**src/rtl/iterated_three_tap_altitude_smoother_core_defines.svh**
```systemverilog
// Assertion macros for the cascaded altitude smoother.
// Used by the top level; needs clk_i and rst_ni in the enclosing scope.
`ifndef ITERATED_THREE_TAP_ALTITUDE_SMOOTHER_CORE_DEFINES_SVH
`define ITERATED_THREE_TAP_ALTITUDE_SMOOTHER_CORE_DEFINES_SVH

`ifndef NO_ASSERTIONS

// Check a property on every clock edge outside reset.
`define ITAS_ASSERT(lbl, prop, msg) \
  lbl: assert property (@(posedge clk_i) disable iff (!rst_ni) (prop)) else $error(msg);

// Check that a condition implies another in the following cycle.
`define ITAS_ASSERT_NEXT(lbl, ante, cons, msg) \
  lbl: assert property (@(posedge clk_i) disable iff (!rst_ni) (ante) |=> (cons)) \
    else $error(msg);

`else

`define ITAS_ASSERT(lbl, prop, msg)
`define ITAS_ASSERT_NEXT(lbl, ante, cons, msg)

`endif

`endif

```
**src/rtl/itas_pkg.sv**
```systemverilog
// Shared types and constants of the cascaded altitude smoother.
// No dependencies.
package itas_pkg;

  // Number of smoothing passes (cells in the chain).
  localparam int PASSES      = 20;
  // Sample width, signed, 8 fraction bits.
  localparam int SAMPLE_BITS = 24;
  // Coefficient fraction bits and accumulator width.
  localparam int FRAC_SHIFT  = 16;
  localparam int ACC_W       = SAMPLE_BITS + 18;

  // Q0.16 weights: 0.3 on each side, 0.4 in the middle (sum is exactly one).
  localparam logic signed [ACC_W-1:0] COEF_SIDE = ACC_W'(19661);
  localparam logic signed [ACC_W-1:0] COEF_MID  = ACC_W'(26214);
  localparam logic signed [ACC_W-1:0] ROUND_HALF = ACC_W'(32768);

  typedef logic signed [SAMPLE_BITS-1:0] sample_t;

  // Cell occupancy.
  typedef enum logic [1:0] {
    FILL_EMPTY = 2'd0,
    FILL_FIRST = 2'd1,
    FILL_INNER = 2'd2
  } fill_e;

  // One beat travelling along the chain.
  typedef struct packed {
    sample_t value;
    logic    last;
  } beat_t;

  // Status a cell reports to the top level.
  typedef struct packed {
    fill_e fill;
    logic  pend;
  } cell_stat_t;

endpackage

```
**src/rtl/itas_cell.sv**
```systemverilog
// One smoothing pass: holds two samples and emits 0.3/0.4/0.3 results, passing the end samples through unchanged.
// Depends on itas_pkg.
module itas_cell (
  input  logic                  clk_i,
  input  logic                  rst_ni,
  input  logic                  in_valid_i,
  input  itas_pkg::beat_t       in_beat_i,
  output logic                  in_ready_o,
  output logic                  out_valid_o,
  output itas_pkg::beat_t       out_beat_o,
  input  logic                  out_ready_i,
  output itas_pkg::cell_stat_t  stat_o
);
  import itas_pkg::*;

  sample_t          older_q, older_d;
  sample_t          newer_q, newer_d;
  fill_e            fill_q, fill_d;
  logic             pend_q, pend_d;
  logic             out_valid_q, out_valid_d;
  beat_t            out_q, out_d;

  logic             out_free;
  logic             take;
  logic signed [SAMPLE_BITS:0] side_sum;
  logic signed [ACC_W-1:0]     acc;
  sample_t          smooth;

  // Accept a beat when no flush beat waits and the output register frees up.
  assign out_free   = !out_valid_q || out_ready_i;
  assign in_ready_o = !pend_q && out_free;
  assign take       = in_valid_i && in_ready_o;

  // Weighted sum with half-up rounding, then floor shift.
  assign side_sum = {older_q[SAMPLE_BITS-1], older_q}
                  + {in_beat_i.value[SAMPLE_BITS-1], in_beat_i.value};
  assign acc      = ACC_W'(side_sum) * COEF_SIDE
                  + ACC_W'(newer_q) * COEF_MID + ROUND_HALF;
  assign smooth   = acc[FRAC_SHIFT +: SAMPLE_BITS];

  // Next state of the cell.
  always_comb begin
    older_d     = older_q;
    newer_d     = newer_q;
    fill_d      = fill_q;
    pend_d      = pend_q;
    out_valid_d = out_valid_q && !out_ready_i;
    out_d       = out_q;
    if (pend_q && out_ready_i) begin
      // Emit the held final sample after the last interior result.
      out_valid_d = 1'b1;
      out_d.value = newer_q;
      out_d.last  = 1'b1;
      pend_d      = 1'b0;
    end else if (take) begin
      unique case (fill_q)
        FILL_FIRST, FILL_INNER: begin
          out_valid_d = 1'b1;
          out_d.value = (fill_q == FILL_FIRST) ? newer_q : smooth;
          out_d.last  = 1'b0;
          older_d     = newer_q;
          newer_d     = in_beat_i.value;
          if (in_beat_i.last) begin
            pend_d = 1'b1;
            fill_d = FILL_EMPTY;
          end else begin
            fill_d = FILL_INNER;
          end
        end
        default: begin
          if (in_beat_i.last) begin
            // Single-point track: pass straight through.
            out_valid_d = 1'b1;
            out_d.value = in_beat_i.value;
            out_d.last  = 1'b1;
          end else begin
            newer_d = in_beat_i.value;
            fill_d  = FILL_FIRST;
          end
        end
      endcase
    end
  end

  // Hold control state.
  always_ff @(posedge clk_i or negedge rst_ni) begin
    if (!rst_ni) begin
      fill_q      <= FILL_EMPTY;
      pend_q      <= 1'b0;
      out_valid_q <= 1'b0;
    end else begin
      fill_q      <= fill_d;
      pend_q      <= pend_d;
      out_valid_q <= out_valid_d;
    end
  end

  // Hold samples and the output beat.
  always_ff @(posedge clk_i) begin
    older_q <= older_d;
    newer_q <= newer_d;
    out_q   <= out_d;
  end

  assign out_valid_o = out_valid_q;
  assign out_beat_o  = out_q;
  assign stat_o.fill = fill_q;
  assign stat_o.pend = pend_q;

endmodule

```
**config.mk**
```make
export PLATFORM = sky130hd
export DESIGN_NAME = itas_cell
export DESIGN_NICKNAME = d
export VERILOG_FILES = /design/src/rtl/iterated_three_tap_altitude_smoother_core_defines.svh /design/src/rtl/itas_pkg.sv /design/src/rtl/itas_cell.sv
export SDC_FILE = /design/constraint.sdc
export NUM_CORES = 1
export LEC_CHECK = 0
export ABC_AREA = 1
export BUFFER_PORTS_ARGS = -buffer_cell sky130_fd_sc_hd__buf_2
export CAP_MARGIN = 20
export CORE_MARGIN = 5
export CORE_UTILIZATION = 30
export CTS_CLUSTER_DIAMETER = 200
export DETAILED_ROUTE_END_ITERATION = 16
export GPL_TIMING_DRIVEN = 0
export HOLD_SLACK_MARGIN = 0.12
export PLACE_DENSITY = 0.51
export RECOVER_POWER = 25
export SLEW_MARGIN = 25
export SYNTH_ARGS = -nofsm -noshare
export SYNTH_HDL_FRONTEND = slang
export SYNTH_SLANG_ARGS = --single-unit
```
**constraint.sdc**
```tcl
create_clock -name clk_i -period 9.15 [get_ports clk_i]
set_input_delay 0.4575 -clock clk_i [delete_from_list [all_inputs] [get_ports clk_i]]
set_output_delay 0.4575 -clock clk_i [all_outputs]
set_load 0.05 [all_outputs]
```
==> metrics.csv, run 1 <==
stage,metric,value,unit
status,status,finished with violations,
status,violated checks,setup timing,
routing,iteration-0 DRC count of the detailed router,1022,
routing,vias per inst,4.70,
routing,routed vias,16700,
logic_synthesis,"FF+latch count, synth",77,
logic_synthesis,Async SR Flop Fraction,5.19,%
cts,CTS tree,done,
global_routing,initial antenna violation count,0,
cells_and_area,post-layout instance area,0.0261,mm^2
logic_synthesis,post-synthesis sequential area ratio,11.2,%
cells_and_area,ANT cells,0,
global_routing,pin count of the biggest net entering global routing,32,
global_routing,global route overflow,0,
floorplan,num rows,95,
routing,DRT Pass-1 Iters,5,
cts,"Reg clk slew, reported paths",0.07,ns
logic_synthesis,main flop type after synthesis,edfxtp_1,
routing,remaining antenna violation count,0,
sta,Final Hold Viols,0,
cells_and_area,layout cells sized above 1,24.3,%
routing,routed len/inst,19.0,um
setup_path,"most used cell, CP",inv_2,
setup_path,RR Startpoint,newer_q[3],
logic_synthesis,"EDFF count, synth",72,
logic_synthesis,synth warn,0,
setup_path,CP Class,flop to flop,
logic_synthesis,Post-Synthesis Cells,2431,
cts,clock root cell,clkbuf_16,
setup_path,CP max stage cell,fa_1,
place,Final GP Congestion,0.908,
place,pre-CTS WS,-1.69,ns
hold_path,Hold Crit Start,out_ready_i,
cells_and_area,final net count,3326,
cts,Worst-Skew Late Latency,0.37,ns
logic_synthesis,mapped cell area,0.0204,mm^2
logic_synthesis,Mean Syn Cell Area,8.38,um^2
setup_path,reg2reg end,out_beat_o[22],
place,number of port buffers,58,
floorplan,initial core utilization,30.3,%
sta,fmax,0.105,GHz
place,Post-DP Area,0.0218,mm^2
sta,min cycle time layout,9.54,ns
sta,RSZ-0062 raised after global routing,true,
sta,Least-Margin Pin Slew,1.08,ns
sta,final worst slack,-0.391,ns
floorplan,io pins,59,
sta,Setup TNS,-2.22,ns
cts,clock sinks,77,
sta,Slew HR,28.0,%
sta,Clock Skews,0.0144,ns
floorplan,core area,0.0673,mm^2
sta,Final setup viols,15,
logic_synthesis,top post-synthesis cells by area,"fa_1 (31%), ha_1 (20%), inv_1 (13%), edfxtp_1 (11%), nand2_1 (6.2%)",
setup_path,Critical Path Start,newer_q[3],
sta,final worst path period share,104,%
cells_and_area,Fillers,6819,
setup_path,startpoint types,flop,
global_routing,Global Route Usage Sum,18.3,%
setup_path,crit path capture,out_beat_o[22],
setup_path,Worst path max stage delay,0.54,ns
setup_path,R2R Setup Slk,-0.39,ns
floorplan,Die W,271,um
logic_synthesis,Synth area leader,fa_1,
setup_path,Worst EP required,9.24,ns
routing,Post-route DRC,0,
floorplan,Die Ht,271,um
routing,WL final,67400,um
global_routing,first-pass GRT wire length,103000,um
setup_path,WP data arrival,9.63,ns
floorplan,Die ar.,0.0732,mm^2
logic_synthesis,Synth Net Count,3094,
setup_path,R2R cell count,43,
cts,maximum root-to-sink buffer count,2,
cts,H-tree depth,3,
sta,"Slew Viols, Final",0,
logic_synthesis,proportion of netlist area held by the largest area contributor,30.9,%
logic_synthesis,Synth cell types,51,
flow_run,number of max-cap violations,0,
cells_and_area,Syn-to-layout area delta,28.0,%
hold_path,Hold Crit Class,primary input to flop,
setup_path,crit-path max FO,4,
setup_path,Crit. End Element,flop,
global_routing,vias in the first global route,17500,
place,dpl hpwl,56000,um
cts,total CTS buffers,9,
## synth_stat cells, types with 2 or more instances
library cell  instances
inv_1               730
nand2_1             339
ha_1                320
fa_1                314
a21oi_1             132
nor2_1              116
o21ai_0              91
edfxtp_1             72
nand3_1              63
xor2_1               62
xnor2_1              42
a31oi_1              19
nand4_1              12
o21bai_1             12
nor3_1               10
clkbuf_1              9
o211ai_1              8
a21o_1                7
nand3b_1              7
nand2_2               6
nor4_1                6
o21ai_1               6
inv_2                 5
dfrtp_1               4
nand3_2               3
o21a_1                3
a21oi_4               2
a221oi_1              2
and2_1                2
buf_2                 2
buf_4                 2
buf_6                 2
clkinv_1              2
o221ai_1              2
## kinds of logic (layout without fill, tap and decap cells)
group                    after synthesis  in the layout  synth area share [%]
buffers and inverters                755            992                  14.1
XOR/XNOR                             105            105                  4.55
flip-flops                            77             77                  11.2
AO/OA/AOI/OAI                        293            293                  8.12
AND/OR/NAND/NOR                      567            567                  11.5
adder cells (fa/ha/maj)              634            634                  50.5
## how the worst min path moves through the flow
| stage | end | slack (ns) | depth (start not counted) |
|---|---|---|---|
| after floorplan | fill_q[0] | 0.16 | 0 |
| after global placement | fill_q[1] | 0.32 | 1 |
| after detailed placement | fill_q[1] | 0.33 | 1 |
| after CTS | newer_q[0] | 0.32 | 1 |
| after global routing | fill_q[1] | 0.38 | 2 |
| final | out_valid_o | 0.37 | 4 |
## stage by stage
| stage | cells | hold WS (ns) | utilization [%] |
|---|---|---|---|
| floorplan | 2431 | 0.162 | - |
| global route | 3541 | 0.376 | 38.7 |
| global placement | 3362 | 0.324 | 32.3 |
| finish | 3541 | 0.370 | 38.7 |
| detailed placement | 3363 | 0.325 | 32.4 |
| CTS | 3505 | 0.324 | 37.2 |
## final cells by class
cell class,instances,area [um^2],area share [%]
Clock inverter,6,95.1,0.365
Sequential cell,77,2280,8.75
Inverter,737,2770,10.6
Tap cell,873,1090,4.19
Multi-Input combinational cell,1599,17900,68.7
Buffer,18,104,0.398
Clock buffer,10,229,0.878
Timing Repair Buffer,221,1590,6.11
## layout by cell type, fill, tap and decap left out, types with 31 or more instances in the layout
master and count:
a21oi_1 87, buf_4 135, o21ai_0 46, edfxtp_1 72
ha_1 239, inv_1 663, nand2_1 267, ha_4 74
fa_1 298, xor2_1 42, a21oi_2 31, clkbuf_1 42
nand3_1 48, inv_2 71, nor2_1 86, buf_2 35
nand2_2 54
## critical path: cells and delay by family, from the launching register on
family / cells / cell delay, ns
adders and majority gates: 12 / 4.99
and+or+nand+nor: 9 / 1.31
AOI/OAI and AO/OA: 9 / 1.20
buffers and inverters: 10 / 0.75
xor gates and xnor gates: 3 / 0.55
DFF: 1 / 0.46
## registers in the layout, indices dropped and copies added, names as in the netlist
name,cells
newer_q,24
out_valid_o,1
out_beat_o,25
pend_q,1
fill_q,2
older_q,24
## repair_timing
action | 4_1_cts | 5_1_grt
endpoints found under the setup margin | 24 | 24
hold buffers | 1 | 0
hold endpoints to repair | 4 | 0
resized for setup | 402 | 202
pin swaps | 152 | 147
buffers inserted | 125 | 36
## routing by layer
layer / track usage (%) / share of wire (%) / vias up
met5: 0 / 0 / -
met4: 3.84 / 2.6 / 0
met3: 2.44 / 4.3 / 53
met2: 30.8 / 48 / 362
met1: 25.4 / 45 / 8331
li1: - / - / 7914
Power of run 1 is not shown: default switching activity piles up to over one toggle a cycle in this logic, so the estimate is an artifact.
==> run 2, diff against run 1 <==
==> constraint.sdc (replaced) <==
create_clock -name clk_i -period 7.97 [get_ports clk_i]
set_input_delay 0.3985 -clock clk_i [delete_from_list [all_inputs] [get_ports clk_i]]
set_output_delay 0.3985 -clock clk_i [all_outputs]
set_load 0.05 [all_outputs]
==> metrics.csv, run 2 (synthesized netlist as in run 1, its figures left out) <==
stage,metric,value,unit,change
hold_path,Hold Crit Depth,2,,was 4
flow_run,number of max-cap violations,0,,unchanged
floorplan,Die Ht,271,um,unchanged
routing,WL final,66600,um,was 67400 um
setup_path,CP Class,flop to flop,,unchanged
cts,CTS tree,done,,unchanged
cts,"Reg clk slew, reported paths",0.06,ns,was 0.07 ns
global_routing,met1 GRT Util,25.6,%,was 25.4%
hold_path,Hold Crit Start,in_beat_i[0],,was out_ready_i
cts,maximum root-to-sink buffer count,2,,unchanged
global_routing,pin count of the biggest net entering global routing,32,,unchanged
setup_path,Crit. End Element,flop,,unchanged
global_routing,initial antenna violation count,2,,was 0
cts,clock sinks,77,,unchanged
sta,RSZ-0062 raised after global routing,true,,unchanged
sta,Least-Margin Pin Slew,1.23,ns,was 1.08 ns
routing,routed vias,16500,,was 16700
floorplan,Die ar.,0.0732,mm^2,unchanged
place,dpl hpwl,55600,um,was 56000 um
global_routing,grt met3 use,1.56,%,was 2.44%
routing,iteration-0 DRC count of the detailed router,1205,,was 1022
setup_path,R2R Setup Slk,-1.44,ns,was -0.39 ns
status,violated checks,setup timing,,unchanged
routing,Post-route DRC,0,,unchanged
sta,Final setup viols,24,,was 15
cts,clock root cell,clkbuf_16,,unchanged
floorplan,num rows,95,,unchanged
global_routing,met2 Use GR,29.9,%,was 30.8%
global_routing,first-pass GRT wire length,101000,um,was 103000 um
sta,fmax,0.106,GHz,was 0.105 GHz
status,status,finished with violations,,unchanged
place,Final GP Congestion,0.903,,was 0.908
setup_path,"most used cell, CP",fa_1,,was inv_2
setup_path,reg2reg end,out_beat_o[22],,unchanged
setup_path,startpoint types,flop,,unchanged
cts,total CTS buffers,9,,unchanged
cts,Worst-Skew Late Latency,0.34,ns,was 0.37 ns
cells_and_area,final net count,3292,,was 3326
cells_and_area,max reg flops,25,,unchanged
floorplan,core area,0.0673,mm^2,unchanged
routing,routed len/inst,19.0,um,about the same
place,pre-CTS WS,-2.55,ns,was -1.69 ns
sta,final worst path period share,118,%,was 104%
hold_path,Hold Crit Class,primary input to flop,,unchanged
sta,final worst slack,-1.44,ns,was -0.391 ns
global_routing,global route overflow,0,,unchanged
setup_path,Worst EP required,8.05,ns,was 9.24 ns
cts,H-tree depth,3,,unchanged
setup_path,RR Startpoint,newer_q[11],,was newer_q[3]
floorplan,io pins,59,,unchanged
floorplan,initial core utilization,30.3,%,unchanged
setup_path,R2R cell count,40,,was 43
routing,DRT Pass-1 Iters,7,,was 5
routing,remaining antenna violation count,0,,unchanged
sta,Final Hold Viols,0,,unchanged
routing,vias per inst,4.70,,about the same
place,number of port buffers,58,,unchanged
global_routing,vias in the first global route,17200,,was 17500
floorplan,Die W,271,um,unchanged
global_routing,Global Route Usage Sum,17.8,%,was 18.3%
sta,Clock Skews,0.00755,ns,was 0.0144 ns
setup_path,CP max stage cell,edfxtp_1,,was fa_1
setup_path,Worst path max stage delay,0.57,ns,was 0.54 ns
cells_and_area,Syn-to-layout area delta,25.3,%,was 28.0%
cells_and_area,most frequent cells in the layout,"inv_1 (676), fa_1 (302), nand2_1 (285)",,"was inv_1 (663), fa_1 (298), nand2_1 (267)"
sta,min cycle time layout,9.41,ns,was 9.54 ns
cells_and_area,layout cells sized above 1,20.8,%,was 24.3%
sta,"Slew Viols, Final",0,,unchanged
hold_path,Hold EP,fill_q[1],,was out_valid_o
cells_and_area,"commonest non-fill, non-tap cell in the layout",inv_1,,unchanged
setup_path,crit-path max FO,4,,unchanged
sta,Slew HR,17.4,%,was 28.0%
global_routing,GRT busiest layer,met2,,unchanged
setup_path,WP data arrival,9.50,ns,was 9.63 ns
==> run 2: routing by layer <==
metal | vias to the layer above | part of all wire, %
met5 | - | 0
met1 | 8192 | 45
li1 | 7832 | -
met2 | 411 | 47
met4 | 0 | 1.7
met3 | 63 | 5.4
==> run 2: worst max-delay path, delay by kind of cell (launching register included) <==
| family | cells | cell delay, ns |
|---|---|---|
| fa+ha+maj | 12 | 4.91 |
| compound gates | 11 | 1.74 |
| buf+inv | 10 | 0.89 |
| flops | 1 | 0.57 |
| simple gates | 4 | 0.51 |
| xor+xnor | 3 | 0.48 |
==> run 2: how the worst max path moves through the flow <==
stage / from / end / depth (start not counted) / slack, ns
finish: newer_q[11] / out_beat_o[22] / 40 / -1.44
global route: newer_q[5] / out_beat_o[24] / 49 / -1.74
CTS: newer_q[2] / out_beat_o[23] / 40 / -1.54
detailed placement: newer_q[22] / out_beat_o[24] / 37 / -2.55
global placement: newer_q[22] / out_beat_o[24] / 37 / -2.46
floorplan: newer_q[3] / out_beat_o[24] / 42 / -0.52
==> run 2: stage by stage <==
stage | area (um^2) | hold slack [ns] | TNS (ns) | std cells | utilization (%)
after floorplan | 20900 | 0.103 | -6.34 | 2431 | -
after global placement | 22300 | 0.208 | -40.53 | 3362 | 33.1
after detailed placement | 22300 | 0.211 | -41.33 | 3363 | 33.1
after CTS | 24400 | 0.275 | -28.53 | 3466 | 36.2
after global routing | 25500 | 0.277 | -34.91 | 3507 | 37.9
final | 25500 | 0.288 | -27.70 | 3508 | 37.9
==> run 2: cell type report <==
cell class	instances	area, um^2
flip-flops and latches	77	2280
clock inverters	6	63.8
multi-input cells	1599	17600
fillers	6812	41800
plain buffers	18	104
clock buffers	10	229
inverters	737	2770
well taps	873	1090
diodes	1	2.50
repair buffers	187	1360
==> run 2: what timing repair did <==
| item | in CTS | in global routing |
|---|---|---|
| pin swaps | 91 | 116 |
| gates resized for setup | 209 | 210 |
| setup endpoints to repair | 24 | 24 |
| hold buffers | 1 | 0 |
| hold endpoints to repair | 4 | 0 |
| buffers inserted | 86 | 43 |
Power of run 2 is left out for the same reason.
==> run 3, diff against run 2 <==
--- a/config.mk
+++ b/config.mk
@@ -20,3 +20,4 @@
 export SYNTH_ARGS = -nofsm -noshare
 export SYNTH_HDL_FRONTEND = slang
 export SYNTH_SLANG_ARGS = --single-unit
+export TNS_END_PERCENT = 50
==> metrics.csv, run 3 (synthesized netlist as in run 1, its figures left out) <==
stage,metric,value,unit,change
cells_and_area,Syn-to-layout area delta,23.7,%,was 25.3%
cells_and_area,final net count,3283,,was 3292
cts,total CTS buffers,9,,unchanged
global_routing,first-pass GRT wire length,100000,um,was 101000 um
cells_and_area,most frequent cells in the layout,"inv_1 (684), fa_1 (303), nand2_1 (277)",,"was inv_1 (676), fa_1 (302), nand2_1 (285)"
cts,H-tree depth,3,,unchanged
setup_path,R2R Setup Slk,-1.57,ns,was -1.44 ns
setup_path,"most used cell, CP",fa_1,,unchanged
cts,"Reg clk slew, reported paths",0.08,ns,was 0.06 ns
place,Post-DP Area,0.0223,mm^2,about the same
global_routing,initial antenna violation count,0,,was 2
place,dpl hpwl,55900,um,was 55600 um
setup_path,RR Startpoint,newer_q[6],,was newer_q[11]
cells_and_area,"commonest non-fill, non-tap cell in the layout",inv_1,,unchanged
sta,Final setup viols,24,,unchanged
place,placed cells,3363,,unchanged
cts,CTS tree,done,,unchanged
sta,Slew HR,29.5,%,was 17.4%
cells_and_area,post-layout instance area,0.0252,mm^2,was 0.0255 mm^2
setup_path,Critical Path Start,newer_q[6],,was newer_q[11]
routing,remaining antenna violation count,0,,unchanged
hold_path,Hold Crit Start,in_beat_i[0],,unchanged
setup_path,WP data arrival,9.62,ns,was 9.50 ns
floorplan,num rows,95,,unchanged
hold_path,Hold Crit Depth,2,,unchanged
routing,routed len/inst,18.8,um,was 19.0 um
setup_path,CP Class,flop to flop,,unchanged
sta,RSZ-0062 raised after global routing,true,,unchanged
setup_path,Crit. End Element,flop,,unchanged
sta,final worst path period share,120,%,was 118%
status,status,finished with violations,,unchanged
cts,maximum root-to-sink buffer count,2,,unchanged
sta,Least-Margin Pin Slew,1.05,ns,was 1.23 ns
sta,Min Hold Slack,0.269,ns,was 0.288 ns
cts,clock root cell,clkbuf_16,,unchanged
floorplan,core area,0.0673,mm^2,unchanged
cts,Worst-Skew Late Latency,0.36,ns,was 0.34 ns
global_routing,pin count of the biggest net entering global routing,32,,unchanged
setup_path,CP max stage cell,fa_2,,was edfxtp_1
routing,Post-route DRC,0,,unchanged
sta,min cycle time layout,9.54,ns,was 9.41 ns
place,Final GP Congestion,0.937,,was 0.903
floorplan,Die ar.,0.0732,mm^2,unchanged
floorplan,initial core utilization,30.3,%,unchanged
sta,final worst slack,-1.57,ns,was -1.44 ns
setup_path,crit path capture,out_beat_o[23],,was out_beat_o[22]
floorplan,io pins,59,,unchanged
place,number of port buffers,58,,unchanged
routing,routed vias,16300,,was 16500
routing,iteration-0 DRC count of the detailed router,861,,was 1205
cells_and_area,ANT cells,0,,was 1
routing,WL final,65700,um,was 66600 um
setup_path,startpoint types,flop,,unchanged
setup_path,R2R cell count,40,,unchanged
cells_and_area,max reg flops,25,,unchanged
setup_path,Worst path max stage delay,0.58,ns,was 0.57 ns
hold_path,Hold Crit Class,primary input to flop,,unchanged
global_routing,global route overflow,0,,unchanged
routing,vias per inst,4.66,,was 4.70
setup_path,Worst EP required,8.05,ns,about the same
sta,"Slew Viols, Final",0,,unchanged
status,violated checks,setup timing,,unchanged
cts,clock sinks,77,,unchanged
setup_path,reg2reg end,out_beat_o[23],,was out_beat_o[22]
sta,Final Hold Viols,0,,unchanged
flow_run,number of max-cap violations,0,,unchanged
floorplan,Die W,271,um,unchanged
cells_and_area,fin cells,3498,,was 3508
sta,Clock Skews,0.0147,ns,was 0.00755 ns
cells_and_area,layout cells sized above 1,21.0,%,was 20.8%
floorplan,Die Ht,271,um,unchanged
global_routing,vias in the first global route,16900,,was 17200
setup_path,crit-path max FO,5,,was 4
sta,fmax,0.105,GHz,was 0.106 GHz
routing,DRT Pass-1 Iters,5,,was 7
global_routing,Global Route Usage Sum,17.7,%,was 17.8%
-- run 3: worst max-delay path: cells and delay by family, from the launching register on --
kind | cells | cell delay (ns)
compound gates | 4 | 0.47
xor+xnor | 4 | 0.69
fa+ha+maj | 12 | 5.17
buf+inv | 9 | 0.79
flops | 1 | 0.55
simple gates | 11 | 1.57
-- run 3: metrics by stage --
step | worst slack, ns | utilization, % | TNS (ns)
floorplan | -0.515 | - | -6.46
global placement | -2.47 | 33.1 | -44.14
detailed placement | -2.44 | 33.1 | -44.69
CTS | -1.58 | 36.3 | -28.91
global route | -1.86 | 37.4 | -35.69
finish | -1.57 | 37.4 | -28.28
-- run 3: layer usage --
metal  track usage (%)  up-vias  part of all wire (%)
li1                  -     7795                     -
met1              24.1     8088                    45
met2              30.4      361                    48
met3              1.65       67                   3.8
met4              4.88        0                   2.9
met5                 0        -                     0
-- run 3: worst min path at each step --
stage / endpoint / slack (ns)
2_1_floorplan: fill_q[0] / 0.10
3_3_place_gp: fill_q[1] / 0.21
3_5_place_dp: fill_q[0] / 0.21
4_1_cts: fill_q[1] / 0.25
5_1_grt: fill_q[1] / 0.26
6_report: fill_q[1] / 0.27
-- run 3: area by class of cell --
class / instances / area [um^2]
Fill cell: 6924 / 42100
Multi-Input combinational cell: 1599 / 17500
Inverter: 737 / 2770
Sequential cell: 77 / 2280
Timing Repair Buffer: 178 / 1190
Tap cell: 873 / 1090
Clock buffer: 10 / 229
Buffer: 18 / 104
Clock inverter: 6 / 46.3
-- run 3: timing repair --
| action | CTS | global route |
|---|---|---|
| hold buffers | 1 | 0 |
| pin swaps | 121 | 77 |
| buffers inserted | 88 | 30 |
| setup endpoints to repair | 24 | 24 |
| endpoints found under the hold margin | 4 | 0 |
| resized for setup | 251 | 145 |
Power of run 3 is left out for the same reason.
